--- src/design/tvpd_pkg.sv ---
`timescale 1ns / 1ps

package tvpd_pkg;

   // packet and frame geometry
   localparam int unsigned PACKET_BYTES = 164;
   localparam int unsigned FRAME_ROWS   = 60;
   localparam int unsigned HEADER_BYTES = 4;

   localparam int unsigned POS_BITS = 8;
   localparam int unsigned ROW_BITS = 6;
   localparam int unsigned COL_BITS = 7;
   localparam int unsigned CNT_BITS = 10;
   localparam int unsigned PIX_BITS = 16;
   localparam int unsigned BYTE_BITS = 8;

   // last byte position that completes a pixel pair
   localparam logic [POS_BITS-1:0] LAST_PIXEL_POS =
      POS_BITS'(3 + 2 * ((PACKET_BYTES - HEADER_BYTES) / 2));
   localparam logic [POS_BITS-1:0] LAST_BYTE_POS  = POS_BITS'(PACKET_BYTES - 1);
   localparam logic [POS_BITS-1:0] ROW_BYTE_POS   = POS_BITS'(1);
   localparam logic [POS_BITS-1:0] FIRST_PIX_POS  = POS_BITS'(HEADER_BYTES);
   localparam logic [ROW_BITS-1:0] LAST_ROW       = ROW_BITS'(FRAME_ROWS - 1);
   localparam logic [CNT_BITS-1:0] CNT_MAX        = '1;

   // register map
   localparam int unsigned CSR_INDEX_BITS = 1;
   localparam logic [CSR_INDEX_BITS-1:0] CSR_TIMEOUT_LIMIT = 1'd0;
   localparam logic [CSR_INDEX_BITS-1:0] CSR_WARN_LIMIT    = 1'd1;
   localparam logic [CNT_BITS-1:0] TIMEOUT_LIMIT_RESET = CNT_BITS'(750);
   localparam logic [CNT_BITS-1:0] WARN_LIMIT_RESET    = CNT_BITS'(30);

   // one result
   typedef struct packed {
      logic                write_enable;
      logic [ROW_BITS-1:0] pixel_row;
      logic [COL_BITS-1:0] pixel_column;
      logic [PIX_BITS-1:0] pixel_value;
      logic                end_of_frame;
      logic                resync_event;
      logic                sync_timeout;
      logic                many_resyncs;
      logic                zero_dropped;
      logic [CNT_BITS-1:0] resync_total;
   } rsp_type;

endpackage

--- src/design/thermal_video_packet_deframer.sv ---
`timescale 1ns / 1ps

// a result is registered in the output register, or the skid slot on a stall
// one byte request per cycle if ready; a pixel result on every second payload byte
// two result slots (output register plus skid) keep requests flowing under short stalls
// reset (synchronous): byte counter, row, resync count and zero stop cleared,
// limits back to 750 (timeout) and 30 (warning), result slots emptied
module thermal_video_packet_deframer import tvpd_pkg::*; (
   input  logic                      clock,
   input  logic                      reset,
   input  logic                      req_valid,
   output logic                      req_ready,
   input  logic [BYTE_BITS-1:0]      req_rx_byte,
   output logic                      rsp_valid,
   input  logic                      rsp_ready,
   output logic                      rsp_write_enable,
   output logic [ROW_BITS-1:0]       rsp_pixel_row,
   output logic [COL_BITS-1:0]       rsp_pixel_column,
   output logic [PIX_BITS-1:0]       rsp_pixel_value,
   output logic                      rsp_end_of_frame,
   output logic                      rsp_resync_event,
   output logic                      rsp_sync_timeout,
   output logic                      rsp_many_resyncs,
   output logic                      rsp_zero_dropped,
   output logic [CNT_BITS-1:0]       rsp_resync_total,
   input  logic                      csr_valid,
   output logic                      csr_ready,
   input  logic [CSR_INDEX_BITS-1:0] csr_index,
   input  logic [CNT_BITS-1:0]       csr_wdata
);

   logic [CNT_BITS-1:0]  timeout_limit_ff, warn_limit_ff;
   logic [POS_BITS-1:0]  byte_pos_ff, byte_pos_in;
   logic [ROW_BITS-1:0]  exp_row_ff, exp_row_in;
   logic                 accepted_ff, accepted_in;
   logic [BYTE_BITS-1:0] high_hold_ff, high_hold_in;
   logic [CNT_BITS-1:0]  resync_cnt_ff, resync_cnt_in;
   logic                 zero_stop_ff, zero_stop_in;

   rsp_type out_ff, skid_ff, result;
   logic    out_valid_ff, skid_valid_ff;
   logic    has_result, req_fire, out_free;

   logic                 row_byte, row_hit, pixel_zone, cnt_sat, zero_mid;
   logic [POS_BITS-1:0]  offset;
   logic [PIX_BITS-1:0]  pix;

   assign csr_ready = 1'b1;
   assign req_ready = !skid_valid_ff;
   assign req_fire  = req_valid && req_ready;
   assign out_free  = !out_valid_ff || rsp_ready;

   // configuration registers
   always_ff @(posedge clock) begin
      if (reset) begin
         timeout_limit_ff <= TIMEOUT_LIMIT_RESET;
         warn_limit_ff    <= WARN_LIMIT_RESET;
      end else if (csr_valid && csr_ready) begin
         unique case (csr_index)
            CSR_TIMEOUT_LIMIT: timeout_limit_ff <= csr_wdata;
            CSR_WARN_LIMIT:    warn_limit_ff    <= csr_wdata;
            default: ;
         endcase
      end
   end

   // per-byte decode
   assign row_byte   = (byte_pos_ff == ROW_BYTE_POS);
   assign row_hit    = (req_rx_byte == {{(BYTE_BITS-ROW_BITS){1'b0}}, exp_row_ff});
   assign pixel_zone = accepted_ff && (byte_pos_ff >= FIRST_PIX_POS)
                       && (byte_pos_ff <= LAST_PIXEL_POS);
   assign offset     = byte_pos_ff - FIRST_PIX_POS;
   assign pix        = {high_hold_ff, req_rx_byte};
   assign cnt_sat    = (resync_cnt_ff == CNT_MAX);

   // next state and result
   always_comb begin
      byte_pos_in   = byte_pos_ff + POS_BITS'(1);
      exp_row_in    = exp_row_ff;
      accepted_in   = accepted_ff;
      high_hold_in  = high_hold_ff;
      resync_cnt_in = resync_cnt_ff;
      zero_mid      = zero_stop_ff;
      has_result    = 1'b0;
      result        = '0;

      if (row_byte) begin
         if (row_hit) begin
            accepted_in = 1'b1;
         end else begin
            accepted_in = 1'b0;
            exp_row_in  = '0;
            zero_mid    = 1'b0;
            if (!cnt_sat) begin
               resync_cnt_in = resync_cnt_ff + CNT_BITS'(1);
            end
            has_result          = 1'b1;
            result.resync_event = 1'b1;
            result.sync_timeout = !cnt_sat && (resync_cnt_in == timeout_limit_ff);
            result.many_resyncs = (resync_cnt_in >= warn_limit_ff);
            result.resync_total = resync_cnt_in;
         end
      end else if (pixel_zone) begin
         if (!offset[0]) begin
            high_hold_in = req_rx_byte;
         end else begin
            if (pix == '0) begin
               zero_mid = 1'b1;
            end
            has_result          = 1'b1;
            result.write_enable = !zero_mid;
            result.pixel_row    = exp_row_ff;
            result.pixel_column = offset[COL_BITS:1];
            result.pixel_value  = pix;
            result.end_of_frame = (exp_row_ff == LAST_ROW) && (byte_pos_ff == LAST_PIXEL_POS);
            result.many_resyncs = (resync_cnt_ff >= warn_limit_ff);
            result.zero_dropped = zero_mid;
            result.resync_total = resync_cnt_ff;
         end
      end

      zero_stop_in = zero_mid;

      // end of packet: advance or wrap the frame
      if (byte_pos_ff >= LAST_BYTE_POS) begin
         if (accepted_ff) begin
            if (exp_row_ff >= LAST_ROW) begin
               exp_row_in    = '0;
               resync_cnt_in = '0;
               zero_stop_in  = 1'b0;
            end else begin
               exp_row_in = exp_row_ff + ROW_BITS'(1);
            end
         end
         accepted_in = 1'b0;
         byte_pos_in = '0;
      end
   end

   // deframer state
   always_ff @(posedge clock) begin
      if (reset) begin
         byte_pos_ff   <= '0;
         exp_row_ff    <= '0;
         accepted_ff   <= 1'b0;
         high_hold_ff  <= '0;
         resync_cnt_ff <= '0;
         zero_stop_ff  <= 1'b0;
      end else if (req_fire) begin
         byte_pos_ff   <= byte_pos_in;
         exp_row_ff    <= exp_row_in;
         accepted_ff   <= accepted_in;
         high_hold_ff  <= high_hold_in;
         resync_cnt_ff <= resync_cnt_in;
         zero_stop_ff  <= zero_stop_in;
      end
   end

   // output register with skid slot
   always_ff @(posedge clock) begin
      if (reset) begin
         out_valid_ff  <= 1'b0;
         skid_valid_ff <= 1'b0;
      end else if (skid_valid_ff) begin
         if (out_free) begin
            out_valid_ff  <= 1'b1;
            skid_valid_ff <= 1'b0;
         end
      end else if (req_fire && has_result) begin
         if (out_free) begin
            out_valid_ff <= 1'b1;
         end else begin
            skid_valid_ff <= 1'b1;
         end
      end else if (out_free) begin
         out_valid_ff <= 1'b0;
      end
   end

   // result payload
   always_ff @(posedge clock) begin
      if (skid_valid_ff) begin
         if (out_free) begin
            out_ff <= skid_ff;
         end
      end else if (req_fire && has_result) begin
         if (out_free) begin
            out_ff <= result;
         end else begin
            skid_ff <= result;
         end
      end
   end

   assign rsp_valid        = out_valid_ff;
   assign rsp_write_enable = out_ff.write_enable;
   assign rsp_pixel_row    = out_ff.pixel_row;
   assign rsp_pixel_column = out_ff.pixel_column;
   assign rsp_pixel_value  = out_ff.pixel_value;
   assign rsp_end_of_frame = out_ff.end_of_frame;
   assign rsp_resync_event = out_ff.resync_event;
   assign rsp_sync_timeout = out_ff.sync_timeout;
   assign rsp_many_resyncs = out_ff.many_resyncs;
   assign rsp_zero_dropped = out_ff.zero_dropped;
   assign rsp_resync_total = out_ff.resync_total;

   // checks
   a_skid_behind_out: assert property (@(posedge clock) disable iff (reset)
      skid_valid_ff |-> out_valid_ff)
      else $error("skid slot filled while output register empty");

   a_resync_no_pixel: assert property (@(posedge clock) disable iff (reset)
      (rsp_valid && rsp_resync_event) |-> (!rsp_write_enable && !rsp_end_of_frame))
      else $error("resync result carries pixel write");

   a_pos_range: assert property (@(posedge clock) disable iff (reset)
      byte_pos_ff <= LAST_BYTE_POS)
      else $error("byte position beyond packet length");

   a_eof_last_row: assert property (@(posedge clock) disable iff (reset)
      (rsp_valid && rsp_end_of_frame) |-> (rsp_pixel_row == LAST_ROW))
      else $error("end of frame outside last row");

endmodule
--- config.mk ---
export PLATFORM = sky130hd
export DESIGN_NAME = thermal_video_packet_deframer
export DESIGN_NICKNAME = d
export VERILOG_FILES = /design/src/design/tvpd_pkg.sv /design/src/design/thermal_video_packet_deframer.sv
export SDC_FILE = /design/constraint.sdc
export NUM_CORES = 1
export LEC_CHECK = 0
export BUFFER_PORTS_ARGS = -buffer_cell sky130_fd_sc_hd__buf_2
export CAP_MARGIN = 20
export CORE_ASPECT_RATIO = 0.75
export CORE_MARGIN = 1.5
export CORE_UTILIZATION = 64
export DETAILED_ROUTE_END_ITERATION = 7
export GPL_TIMING_DRIVEN = 0
export PLACE_DENSITY = 0.95
export SLEW_MARGIN = 20
export SYNTH_ARGS = -nofsm -noshare
export SYNTH_HDL_FRONTEND = slang
export SYNTH_SLANG_ARGS = --single-unit
export TNS_END_PERCENT = 5
--- constraint.sdc ---
create_clock -name clock -period 13.55 [get_ports clock]
set_clock_uncertainty 0.1 [all_clocks]
set_input_delay 1.355 -clock clock [delete_from_list [all_inputs] [get_ports clock]]
set_output_delay 1.355 -clock clock [all_outputs]
set_load 0.01 [all_outputs]
==> After elaboration in Yosys (flattened, before gate mapping) <==
Cells that the tools add are included.
{ "word_totals": {"input_bits": 24, "register_bits": 146} }
{ "op_classes": {"n_reduce_logical": 21, "n_eq_ne": 6, "mux": 54, "n_addsub": 4, "order_cmp": 6, "bitwise_logic": 5} }
{ "ops": {"columns": ["operator", "n"], "rows": [
  ["2-to-1 mux 45 bit", 4],
  ["2-to-1 mux 10 bit", 10],
  ["2-to-1 mux 31 bit", 3],
  ["2-to-1 mux 6 bit", 5],
  ["2-to-1 mux 1 bit", 27],
  ["2-to-1 mux 12 bit", 2],
  [">= comparator 10 bit", 2],
  ["logical NOT 16 bit", 1],
  ["adder 10 x 1 -> 10 bit (second input constant)", 1],
  ["== test 10 bit", 1],
  ["== test 10 bit (second input constant)", 1],
  ["adder 8 x 1 -> 8 bit (second input constant)", 1],
  ["== test 8 x 1 -> 1 bit (second input constant)", 1],
  ["== test 8 x 6 -> 1 bit", 1],
  ["== test 8 bit (second input constant)", 1],
  [">= comparator 8 x 3 -> 1 bit (second input constant)", 1],
  [">= comparator 8 bit (second input constant)", 1],
  ["<= comparator 8 bit (second input constant)", 1],
  ["2-to-1 mux 8 bit", 1],
  ["AND reduction 2 bit", 4],
  ["subtractor 8 x 3 -> 8 bit (second input constant)", 1],
  ["adder 6 x 1 -> 6 bit (second input constant)", 1],
  ["== test 6 bit (second input constant)", 1],
  [">= comparator 6 bit (second input constant)", 1],
  ["10 further kinds", 23]
]} }

==> Depth between registers and ports, before layout <==
Gate-level depths: netlist (run 1).
{ "logic_depth": {"ltp_word": 12, "ltp_mapped": 13, "depth_no_buf": 11} }

==> Worst setup path before layout (run 1) <==
Ideal clock, no wire load.
{ "synth_path": {"path_type": "in2reg", "start": "in req_rx_byte[4]", "end": "reg skid_ff[0] in the netlist's numbering, enable pin", "required_ps": 12935, "path_slack_ps": 7492, "cell_stages": 5, "path_buffers": 1, "setup_ps": 515, "arrival_ps": 5442, "cell_sequence": "xnor2_1 and4_1 a21o_4 buf_6 a211oi_1"} }
{ "synth_between": {"elab_chain_len": 5} }
{ "synth_rtl": {"columns": ["element", "line", "source"], "rows": [
  ["from (decl)", "thermal_video_packet_deframer.sv:13", "input logic [BYTE_BITS-1:0] req_rx_byte,"],
  ["== test 8 x 6 -> 1 bit", "thermal_video_packet_deframer.sv:69", "assign row_hit = (req_rx_byte == {{(BYTE_BITS-ROW_BITS){1'b0}}, exp_row_ff});"],
  ["2-to-1 mux 1 bit", "thermal_video_packet_deframer.sv:88", "if (row_hit) begin"],
  ["2-to-1 mux 1 bit", "thermal_video_packet_deframer.sv:87", "if (row_byte) begin"],
  ["logical AND 1 bit", "thermal_video_packet_deframer.sv:186", "end else if (req_fire && has_result) begin"],
  ["AND reduction 3 bit (no source line)", null, null],
  ["to (signal assigned)", "thermal_video_packet_deframer.sv:190", "skid_ff <= result;"],
  ["to (decl)", "thermal_video_packet_deframer.sv:40", "rsp_type out_ff, skid_ff, result;"]
]} }
Every way passes these cells.
A chain may end at the register's enable or synchronous reset.

==> reports/qor.yml, run 1 <==
floorplanning:
  dieArea_mm2: 0.0119
  initial_core_util_pct: 66.0
  dieHeight_um: 95.0
  num_rows: 33
  core_mm2: 0.0109
  die_w_um: 126
  ioPinCount: 72
flow_run:
  maxCapViolations: 0
sta:
  fin_crit_sh_pct: 28.0
  hold_viol: 0
  drv_slew: 0
  timing.hold.ws_ns: 0.354
  totalNegativeSetupSlack_ns: 0
  setup-violations-final: 0
  fmax_mhz: 263
  rsz0062_at_grt: "no"
  min_period_ns: 3.80
  tightest_slew_ns: 0.710
  layout_setup_ws_ns: 9.75
  slew_headroom_pct: 52.7
worst_hold_path:
  min_path_type: "reg2reg"
  holdPathStages: 2
  hp-start: "warn_limit_ff[5]"
  worstHoldEndpoint: "warn_limit_ff[5]"
synth:
  ys_seq_area_share_pct: 53.0
  synth_area_leaders: "edfxtp_1 37%, dfxtp_1 16%, mux2_2 5.1%, ha_1 4.9%, nand2_1 4.4%"
  ys_types: 66
  synthAdderAreaFrac_pct: 4.85
  synth_top_area_share_pct: 37.4
  synth_xor_area_share_pct: 2.79
  synth_compound_area_share_pct: 12.2
  synthesis.instances: 662
  synth_edf_count: 90
  synthMuxAreaShare_pct: 6.81
  synth_top_family_by_area: "simple AND/OR/NAND/NOR gates"
  synth_warnings: 0
  synthesis.area_mm2: 0.00722
  synth_top_area_cell: "edfxtp_1"
  async_flop_share_pct: 0
  synth_fp_nets: 714
  synth_flop_cell: "edfxtp_1"
  syn_area_per_cell_um2: 10.9
  synth_simple_gate_area_share_pct: 16.2
  ys_seq_elements: 146
setup_path:
  cp.required_ns: 13.63
  worst_path_max_delay_cell: "dfxtp_1"
  max_stage_delay_ns: 0.51
  cp_top_family: "compound AO/OA/AOI/OAI gates"
  r2r-end: "rsp_many_resyncs"
  critical_path_buf_inv_count: 1
  r2r_setup_slack_ns: 9.75
  cpMostUsedCell: "ha_1"
  cp_cell_sequence: "ha_1 -> and3_1 -> buf_2 -> nand3_2 -> nand3_1 -> xnor2_1 -> ha_1 -> a2111oi_0 -> o21ai_0 -> a32o_1 -> mux2_2"
  arrival_ns: 3.87
  path_class: "reg2reg"
  cp_max_fo: 10
  timing.rr.start: "resync_cnt_ff[1]"
  endpoint_kind: "flip-flop"
  rr_worst_depth: 11
  worstSetupStartpointType: "flip-flop"
finish:
  drive_above_1_share_pct: 22.9
  antenna_cells: 0
  finalNetCount: 807
  syn2layout_area_growth_pct: 16.5
  final_cell_area_mm2: 0.00841
clock_network:
  cts_hold_buffers: 0
  cts_tree: "yes"
  insertion_delay_ns: 0.43
  cts.path.max_buffers: 2
  clock_sinks: 146
  cts_root_buf: "clkbuf_16"
  h-tree-depth: 4
  numCtsBuffers: 17
  cts_resized: 0
  post_cts_buffers: 0
  cts.clk_slew.worst_paths_ns: 0.06
placed_design:
  post_dp_cell_area_mm2: 0.00782
  pre_cts_slack_ns: 9.85
  hpwl_mm: 12.6
  gp_congestion: 0.997
  portBuffers: 70
routing:
  drtIter0Drc: 502
  wire_per_inst_um: 19.8
  num_vias: 5566
  post_drt_via_cell_ratio: 6.13
  wl_mm: 18.0
  postRouteAntennaNets: 0
  first_pass_iters: 5
  drcViolationCount: 0
grt:
  grt_max_degree: 31
  grt.total_usage_pct: 31.4
  grt_pass1_vias: 5279
  grt_pass1_wl_mm: 28.2
  antenna_found_initial: 1
  overflow: 0
power:
  swShare_pct: 26.5
  finalPower_mw: 1.04
  p_int_mw: 0.761
  powerDensity_mw_per_mm2: 123
  combPwrFrac_pct: 8.4
  seqPwrFrac_pct: 47.2
  p_sw_mw: 0.275
  peakVddDrop_mv: 0.107
  clkPwrFrac_pct: 44.4
  p_leak_nw: 3.45
status:
  status: "finished, final reports clean"
[synthesized netlist by cell type, types with 2 or more instances]
master	number
edfxtp_1	90
inv_2	2
a22oi_1	2
o31ai_1	9
o22ai_1	2
xnor2_1	15
nand2_1	84
and2_1	24
o21ai_1	4
a2111oi_0	2
nand4_1	6
nand3b_1	10
a221oi_1	3
a21oi_1	31
o211ai_1	5
o311a_1	3
buf_4	2
a32o_1	3
xor2_1	8
nor2b_1	6
a31oi_1	11
o21a_1	6
o22a_1	2
clkbuf_1	16
a21o_1	5
mux2i_1	12
nor3_1	8
ha_1	28
a22o_1	10
a21oi_2	2
nand3_1	12
buf_2	14
a41oi_1	2
inv_1	22
nor2_1	46
o21ai_0	7
mux2_2	33
dfxtp_1	56
and4_1	5
a211oi_1	5
nor4_1	5
buf_1	4
buf_6	4
nand2b_1	8
and3_1	7
[per-stage QoR]
| step | utilization [%] | instances |
|---|---|---|
| after floorplan | - | 662 |
| after global placement | 70.8 | 872 |
| after detailed placement | 71.5 | 876 |
| after CTS | 76.9 | 908 |
| after global routing | 76.9 | 908 |
| final | 76.9 | 908 |
[final cells by class]
| class | instances | area, µm² |
|---|---|---|
| Buffer | 40 | 205 |
| Inverter | 24 | 90.1 |
| Fill cell | 716 | 2530 |
| Clock buffer | 17 | 425 |
| Timing Repair Buffer | 74 | 412 |
| Multi-Input combinational cell | 452 | 3120 |
| Sequential cell | 146 | 3820 |
| Clock inverter | 15 | 160 |
| Tap cell | 140 | 175 |
[cell usage in the layout, fill, tap and decap left out, types with 17 or more instances in the layout]
cell / n
edfxtp_1: 90
buf_2: 84
nand2_1: 84
dfxtp_1: 56
nor2_1: 46
mux2_2: 33
a21oi_1: 31
ha_1: 28
and2_1: 24
inv_1: 22
clkbuf_16: 17
[power groups by stage]
| stage | clock network [mW] | logic (mW) | registers [mW] |
|---|---|---|---|
| after floorplan | 0 | 0.0524 | 0.500 |
| after global placement | 0 | 0.0810 | 0.499 |
| after detailed placement | 0 | 0.0845 | 0.498 |
| after CTS | 0.463 | 0.0859 | 0.489 |
| after global routing | 0.479 | 0.0962 | 0.490 |
| final | 0.460 | 0.0866 | 0.489 |
[sequential cells by signal, indices dropped and copies added (netlist names), 6 cells and up]
| register | count |
|---|---|
| skid_ff | 45 |
| rsp_pixel_value | 16 |
| resync_cnt_ff | 10 |
| rsp_resync_total | 10 |
| timeout_limit_ff | 10 |
| warn_limit_ff | 10 |
| byte_pos_ff | 8 |
| high_hold_ff | 8 |
| rsp_pixel_column | 7 |
| exp_row_ff | 6 |
| rsp_pixel_row | 6 |
[worst max-delay path by stage]
stage | startpoint | slack (ns) | cells past startpoint | end
detailed placement | resync_cnt_ff[1] | 9.85 | 11 | rsp_many_resyncs
CTS | resync_cnt_ff[1] | 9.82 | 11 | rsp_many_resyncs
global route | resync_cnt_ff[1] | 9.52 | 11 | rsp_many_resyncs
floorplan | req_rx_byte[4] | 7.49 | 5 | skid_ff[0]
global placement | req_rx_byte[4] | 5.84 | 6 | skid_ff[11]
finish | resync_cnt_ff[1] | 9.75 | 11 | rsp_many_resyncs
[logic make-up after synthesis]
| family | count (synthesis) |
|---|---|
| AND/OR/NAND/NOR | 231 |
| AO/OA/AOI/OAI | 124 |
| XOR/XNOR | 23 |
| flip-flops | 146 |
| other | 1 |
| multiplexers | 45 |
| adder cells (fa/ha/maj) | 28 |
| buffers and inverters | 64 |
[layer usage]
metal	part of all wire [%]	track usage, %
met5	0	0
met4	1.7	11.4
met3	8.6	7.65
met2	44	47.6
met1	46	44.3
[tightest hold or removal path, cell delays in order (launching register included)]
cell,delay (ns)
dfxtp_1,0.31
nand2_1,0.05
a21oi_1,0.05
Note: power is estimated with default switching activity, not from simulation.
==> run 2: changes to the inputs <==
--- a/config.mk
+++ b/config.mk
@@ -9,10 +9,10 @@
 export CAP_MARGIN = 20
 export CORE_ASPECT_RATIO = 0.75
 export CORE_MARGIN = 1.5
-export CORE_UTILIZATION = 64
+export CORE_UTILIZATION = 54
 export DETAILED_ROUTE_END_ITERATION = 7
 export GPL_TIMING_DRIVEN = 0
-export PLACE_DENSITY = 0.95
+export PLACE_DENSITY = 0.89
 export SLEW_MARGIN = 20
 export SYNTH_ARGS = -nofsm -noshare
 export SYNTH_HDL_FRONTEND = slang
==> constraint.sdc (replaced) <==
create_clock -name clock -period 3.3 [get_ports clock]
set_clock_uncertainty 0.1 [all_clocks]
set_input_delay 0.33 -clock clock [delete_from_list [all_inputs] [get_ports clock]]
set_output_delay 0.33 -clock clock [all_outputs]
set_load 0.01 [all_outputs]
==> run 2 against run 1 <==
Compared with the run above: cell count increased by 4.2%; maximum frequency is 17% higher; largest cell class unchanged; clock-buffer cell count rose by 1; largest power group is now the clock network; non-clock buffer count increased by 7; critical endpoint unchanged; utilization shrank 11 points; sequential power rose to 4.1 times the previous value; wire length barely moved; flip-flop and latch count unchanged; die area grew 18%; global-route usage shrank 5.0 points; worst hold slack got worse by 0.33 ns.
==> reports/qor.yml, run 2 (synthesis gave the netlist of run 1 again) <==
setup_path:
  endpoint_kind: "flip-flop"
  cp_cell_sequence: "clkbuf_4 -> and4_1 -> buf_2 -> nand3_4 -> nand3_4 -> xnor2_1 -> ha_1 -> a2111oi_1 -> o21ai_0 -> a32o_1 -> mux2_2"
  max_stage_delay_ns: 0.36  # -0.15 ns
  path_class: "reg2reg"
  cp_max_fo: 10  # unchanged
  rr_worst_depth: 11  # unchanged
  arrival_ns: 3.32  # -0.55 ns
  cp.required_ns: 3.38  # -10.25 ns
  worst_path_max_delay_cell: "dfxtp_1"
  cpMostUsedCell: "nand3_4"
  worstSetupStartpointType: "flip-flop"
grt:
  overflow: 0  # unchanged
  grt_pass1_wl_mm: 27.8  # -1.3%
  grt_pass1_vias: 5274  # -0.095%
  antenna_found_initial: 0  # -1
  grt.total_usage_pct: 26.5  # -5.0 points
  grt_max_degree: 31  # unchanged
finish:
  drive_above_1_share_pct: 24.6  # +1.7 points
  regMostFlops: "skid_ff"
  layout_common_cells: "90 x edfxtp_1, 84 x nand2_1, 80 x buf_2, 55 x dfxtp_1, 45 x nor2_1"
  largest_reg_flops: 45  # unchanged
  antenna_cells: 0  # unchanged
  fillers: 955  # +33%
  syn2layout_area_growth_pct: 19.2
  final_cell_area_mm2: 0.00861  # +2.3%
  final_common_cell: "edfxtp_1"
  fin_cells: 946  # +4.2%
  finalNetCount: 814  # +0.87%
sta:
  fmax_mhz: 309  # +17%
  fin_crit_sh_pct: 98.1  # +70 points
  tightest_slew_ns: 0.663  # -0.0470 ns
  drv_slew: 0  # unchanged
  slew_headroom_pct: 55.8  # +3.1 points
  layout_setup_ws_ns: 0.0615  # -9.69 ns
  setup-violations-final: 0  # unchanged
  hold_viol: 0  # unchanged
  min_period_ns: 3.24  # -0.557 ns
  rsz0062_at_grt: "yes"
power:
  p_int_mw: 3.31  # +330%
  finalPower_mw: 4.41  # +330%
  p_sw_mw: 1.10  # +300%
  swShare_pct: 25.0  # -1.5 points
  clkPwrFrac_pct: 46.0  # +1.6 points
  combPwrFrac_pct: 8.4  # about the same
  peakVddDrop_mv: 0.414  # +290%
  p_leak_nw: 3.52  # +2.1%
  powerDensity_mw_per_mm2: 513  # +320%
  seqPwrFrac_pct: 45.6  # -1.6 points
placed_design:
  gp_congestion: 0.963  # -3.4%
  post_dp_cell_area_mm2: 0.00786  # +0.50%
  place_inst: 907  # +3.5%
  hpwl_mm: 12.5  # -0.71%
  pre_cts_slack_ns: -0.366  # -10.21 ns
  portBuffers: 70  # unchanged
clock_network:
  h-tree-depth: 4  # unchanged
  clock_sinks: 146  # unchanged
  numCtsBuffers: 17  # unchanged
  cts.clk_slew.worst_paths_ns: 0.06  # about the same
  cts_root_buf: "clkbuf_16"
  insertion_delay_ns: 0.43  # about the same
  cts_tree: "yes"
  cts.path.max_buffers: 2  # unchanged
routing:
  met1Wirelength_mm: 8.00  # -2.6%
  postRouteAntennaNets: 0  # unchanged
  dr_wl_met2_mm: 7.80  # -1.7%
  first_pass_iters: 7  # +2
  wire_per_inst_um: 19.0  # -4.0%
  wl_met3_mm: 1.82  # +17%
  drtIter0Drc: 521  # +3.8%
  post_drt_via_cell_ratio: 5.96  # -2.8%
  dr.max_layer_used: "met5"
  drcViolationCount: 0  # unchanged
  num_vias: 5636  # +1.3%
  wl_mm: 18.0  # about the same
worst_hold_path:
  holdPathStages: 3  # +1
  min_path_type: "in2reg"
floorplanning:
  initial_core_util_pct: 55.4  # -11 points
  die_w_um: 136  # +8.7%
  dieArea_mm2: 0.0141  # +18%
  dieHeight_um: 103  # +8.6%
  core_mm2: 0.0130  # +19%
  ioPinCount: 72  # unchanged
  num_rows: 36  # +9.1%
flow_run:
  maxCapViolations: 0  # unchanged
status:
  status: "finished, final reports clean"
run 2: cell count changes in the layout (fill, tap and decap cells not counted), moves of 3 or more:
cell and delta:
buf_2 -4, buf_4 +8, clkinvlp_4 -3, clkbuf_4 +3
run 2: cell type report:
cell class | count | area [µm²] | share of cell area [%]
Sequential cell | 146 | 3830 | 44.5
Multi-Input combinational cell | 452 | 3170 | 36.8
Timing Repair Buffer | 81 | 464 | 5.39
Clock buffer | 18 | 439 | 5.10
Buffer | 40 | 218 | 2.53
Tap cell | 171 | 214 | 2.49
Clock inverter | 14 | 188 | 2.18
Inverter | 24 | 90.1 | 1.05
run 2: path summary, 6_finish.rpt:
| path | start | to | slack, ns |
|---|---|---|---|
| setup / recovery | resync_cnt_ff[7] | rsp_many_resyncs | 0.06 |
| hold / removal | csr_wdata[2] | timeout_limit_ff[2] | 0.02 |
| setup reg to reg | resync_cnt_ff[7] | rsp_many_resyncs | 0.06 |
| hold reg to reg | warn_limit_ff[7] | warn_limit_ff[7] | 0.36 |
run 2: routing by layer:
layer	vias to the layer above	GRT usage, %
met2	345	39.2
met1	2641	37.6
met4	2	10.3
met3	38	6.44
met5	-	0
li1	2610	-
run 2: critical path, delay by kind of cell, from the launching register on:
| family | cells | cell delay (ns) |
|---|---|---|
| mux | 1 | 0.28 |
| xor+xnor | 1 | 0.16 |
| simple gates | 3 | 0.57 |
| flops | 1 | 0.36 |
| fa+ha+maj | 1 | 0.28 |
| buf+inv | 2 | 0.46 |
| compound gates | 3 | 0.78 |
run 2: repair_timing:
| item | in CTS | in global routing |
|---|---|---|
| cloned | 0 | 0 |
| gates resized for setup | 7 | 11 |
| endpoints found under the setup margin | 2 | 31 |
| setup buffers | 0 | 7 |
| hold buffers | 0 | 0 |
run 2: per-stage QoR:
step	TNS (ns)	hold slack, ns	util (%)
6_report	0	0.0234	66.1
5_1_grt	-0.0902	0.0400	66.1
4_1_cts	0	0.0148	65.5
3_5_place_dp	-0.464	0.352	60.4
3_3_place_gp	-62.83	0.343	59.9
2_1_floorplan	0	0.336	-
run 2: power groups by stage:
stage          Sequential, mW  Combinational (mW)  Clock, mW
2_1_floorplan            2.05               0.217          0
3_3_place_gp             2.05               0.330          0
3_5_place_dp             2.05               0.343          0
4_1_cts                  2.01               0.358       2.03
5_1_grt                  2.02               0.410       2.11
6_report                 2.01               0.370       2.03
==> run 3: changes to the inputs <==
--- a/config.mk
+++ b/config.mk
@@ -7,11 +7,12 @@
 export LEC_CHECK = 0
 export BUFFER_PORTS_ARGS = -buffer_cell sky130_fd_sc_hd__buf_2
 export CAP_MARGIN = 20
-export CORE_ASPECT_RATIO = 0.75
+export CORE_ASPECT_RATIO = 0.8
 export CORE_MARGIN = 1.5
 export CORE_UTILIZATION = 54
 export DETAILED_ROUTE_END_ITERATION = 7
 export GPL_TIMING_DRIVEN = 0
+export MAX_ROUTING_LAYER = met4
 export PLACE_DENSITY = 0.89
 export SLEW_MARGIN = 20
 export SYNTH_ARGS = -nofsm -noshare
==> run 3 against run 2 <==
Compared with the run above: sequential share of layout area grew 0.11 points; flip-flop and latch count is the same; global-route usage decreased by 0.61 points; total power about the same; design area shrank 0.32%; highest routed layer is now met4; utilization is 0.068 points higher; clock-buffer cell count grew 1.
==> reports/qor.yml, run 3 (synthesis gave the netlist of run 1 again) <==
status:
  status: "finished, final reports clean"
placed_design:
  gp_congestion: 0.992  # +3.0%
  portBuffers: 70  # unchanged
  hpwl_mm: 12.1  # -3.0%
  post_dp_cell_area_mm2: 0.00787  # about the same
setup_path:
  cp_max_fo: 10  # unchanged
  path_class: "reg2reg"
  arrival_ns: 3.29  # -0.03 ns
  endpoint_kind: "flip-flop"
  worstSetupStartpointType: "flip-flop"
  cp.required_ns: 3.38  # about the same
  rr_worst_depth: 11  # unchanged
routing:
  post_drt_via_cell_ratio: 5.95  # about the same
  drtIter0Drc: 538  # +3.3%
  first_pass_iters: 5  # -2
  drcViolationCount: 0  # unchanged
  wl_mm: 17.7  # -1.9%
  postRouteAntennaNets: 0  # unchanged
  num_vias: 5625  # -0.20%
  wire_per_inst_um: 18.7  # -1.8%
clock_network:
  clock_sinks: 146  # unchanged
  h-tree-depth: 4  # unchanged
  cts.path.max_buffers: 2  # unchanged
  cts_root_buf: "clkbuf_16"
  cts_tree: "yes"
  numCtsBuffers: 17  # unchanged
  insertion_delay_ns: 0.43  # about the same
  cts.clk_slew.worst_paths_ns: 0.06  # about the same
finish:
  final_common_cell: "edfxtp_1"
  antenna_cells: 0  # unchanged
  largest_reg_flops: 45  # unchanged
  syn2layout_area_growth_pct: 18.9
  final_cell_area_mm2: 0.00858  # -0.32%
  utilization_pct: 66.2  # +0.068 points
  drive_above_1_share_pct: 24.3  # -0.36 points
  finalNetCount: 809  # -0.61%
  regMostFlops: "skid_ff"
  fillers: 955  # unchanged
  layout_common_cells: "90 x edfxtp_1, 84 x nand2_1, 79 x buf_2, 55 x dfxtp_1, 45 x nor2_1"
grt:
  overflow: 0  # unchanged
  antenna_found_initial: 0  # unchanged
  grt_max_degree: 27  # -13%
  grt_pass1_wl_mm: 27.1  # -2.7%
  grt.total_usage_pct: 25.8  # -0.61 points
  grt_pass1_vias: 5149  # -2.4%
floorplanning:
  ioPinCount: 72  # unchanged
  core_mm2: 0.0130  # -0.42%
  num_rows: 37  # +2.8%
  dieArea_mm2: 0.0141  # about the same
  initial_core_util_pct: 55.7  # +0.24 points
  dieHeight_um: 106  # +3.2%
  die_w_um: 132  # -3.1%
sta:
  min_period_ns: 3.21  # -0.0312 ns
  setup-violations-final: 0  # unchanged
  fin_crit_sh_pct: 97.2  # -0.94 points
  drv_slew: 0  # unchanged
  hold_viol: 0  # unchanged
  tightest_slew_ns: 0.678  # +0.0149 ns
  fmax_mhz: 312  # +0.97%
  slew_headroom_pct: 54.8  # -0.99 points
power:
  p_leak_nw: 3.49  # -0.84%
  powerDensity_mw_per_mm2: 514  # +0.28%
  peakVddDrop_mv: 0.396  # -4.4%
flow_run:
  maxCapViolations: 0  # unchanged
worst_hold_path:
  min_path_type: "in2reg"
  holdPathStages: 3  # unchanged
[run 3: worst paths after layout]
kind                                       start             endpoint  slack (ns)
worst max register to register  resync_cnt_ff[7]     rsp_many_resyncs        0.09
worst min-delay path                csr_wdata[2]  timeout_limit_ff[2]        0.03
worst max-delay path            resync_cnt_ff[7]     rsp_many_resyncs        0.09
worst min register to register  warn_limit_ff[6]     warn_limit_ff[6]        0.36
[run 3: final cells by class]
type                    instances  area (µm²)  share of cell area, %
repair buffers                 75         419                   4.89
flip-flops and latches        146        3820                   44.6
inverters                      24        90.1                   1.05
clock buffers                  19         453                   5.28
multi-input cells             453        3180                   37.0
plain buffers                  40         220                   2.57
clock inverters                13         175                   2.04
well taps                     175         219                   2.55
[run 3: repair_timing]
action,4_1_cts,5_1_grt
gates resized for setup,5,14
setup endpoints to repair,2,27
hold endpoints to repair,0,0
gates cloned,0,1
setup buffers,0,1
hold buffers,0,0
[run 3: critical path, stage by stage, from the launching register on]
cell       delay (ns)
dfxtp_1          0.38
clkbuf_4         0.24
and4_1           0.22
clkbuf_4         0.21
nand3_4          0.17
nand3_4          0.18
xnor2_1          0.15
ha_1             0.27
a2111oi_0        0.31
o21ai_0          0.19
a32o_1           0.27
mux2_2           0.26
[run 3: power by group]
part,total [mW],internal (mW),leakage [nW],switching (mW)
Combinational,0.371,0.152,1.92,0.220
Clock,2.03,1.24,0.306,0.783
Sequential,2.01,1.98,1.26,0.0345
[run 3: per-stage QoR]
| step | power, mW | setup TNS (ns) | worst slack (ns) | instances | hold WS (ns) |
|---|---|---|---|---|---|
| floorplan | 2.27 | 0 | 0.0265 | 662 | 0.336 |
| global placement | 2.37 | -57.58 | -0.684 | 907 | 0.343 |
| detailed placement | 2.39 | -0.439 | -0.346 | 911 | 0.351 |
| CTS | 4.39 | 0 | 0.0239 | 943 | 0.0259 |
| global route | 4.53 | -0.0310 | -0.0310 | 945 | 0.0404 |
| finish | 4.41 | 0 | 0.0926 | 945 | 0.0285 |
[run 3: layer usage]
layer / global-route usage (%) / part of all wire [%] / vias up
met2: 38.6 / 46 / 336
met5: - / 0 / -
met3: 6.72 / 9.0 / 43
met4: 9.73 / 2.3 / 0
li1: - / - / 2600
met1: 34.2 / 43 / 2646
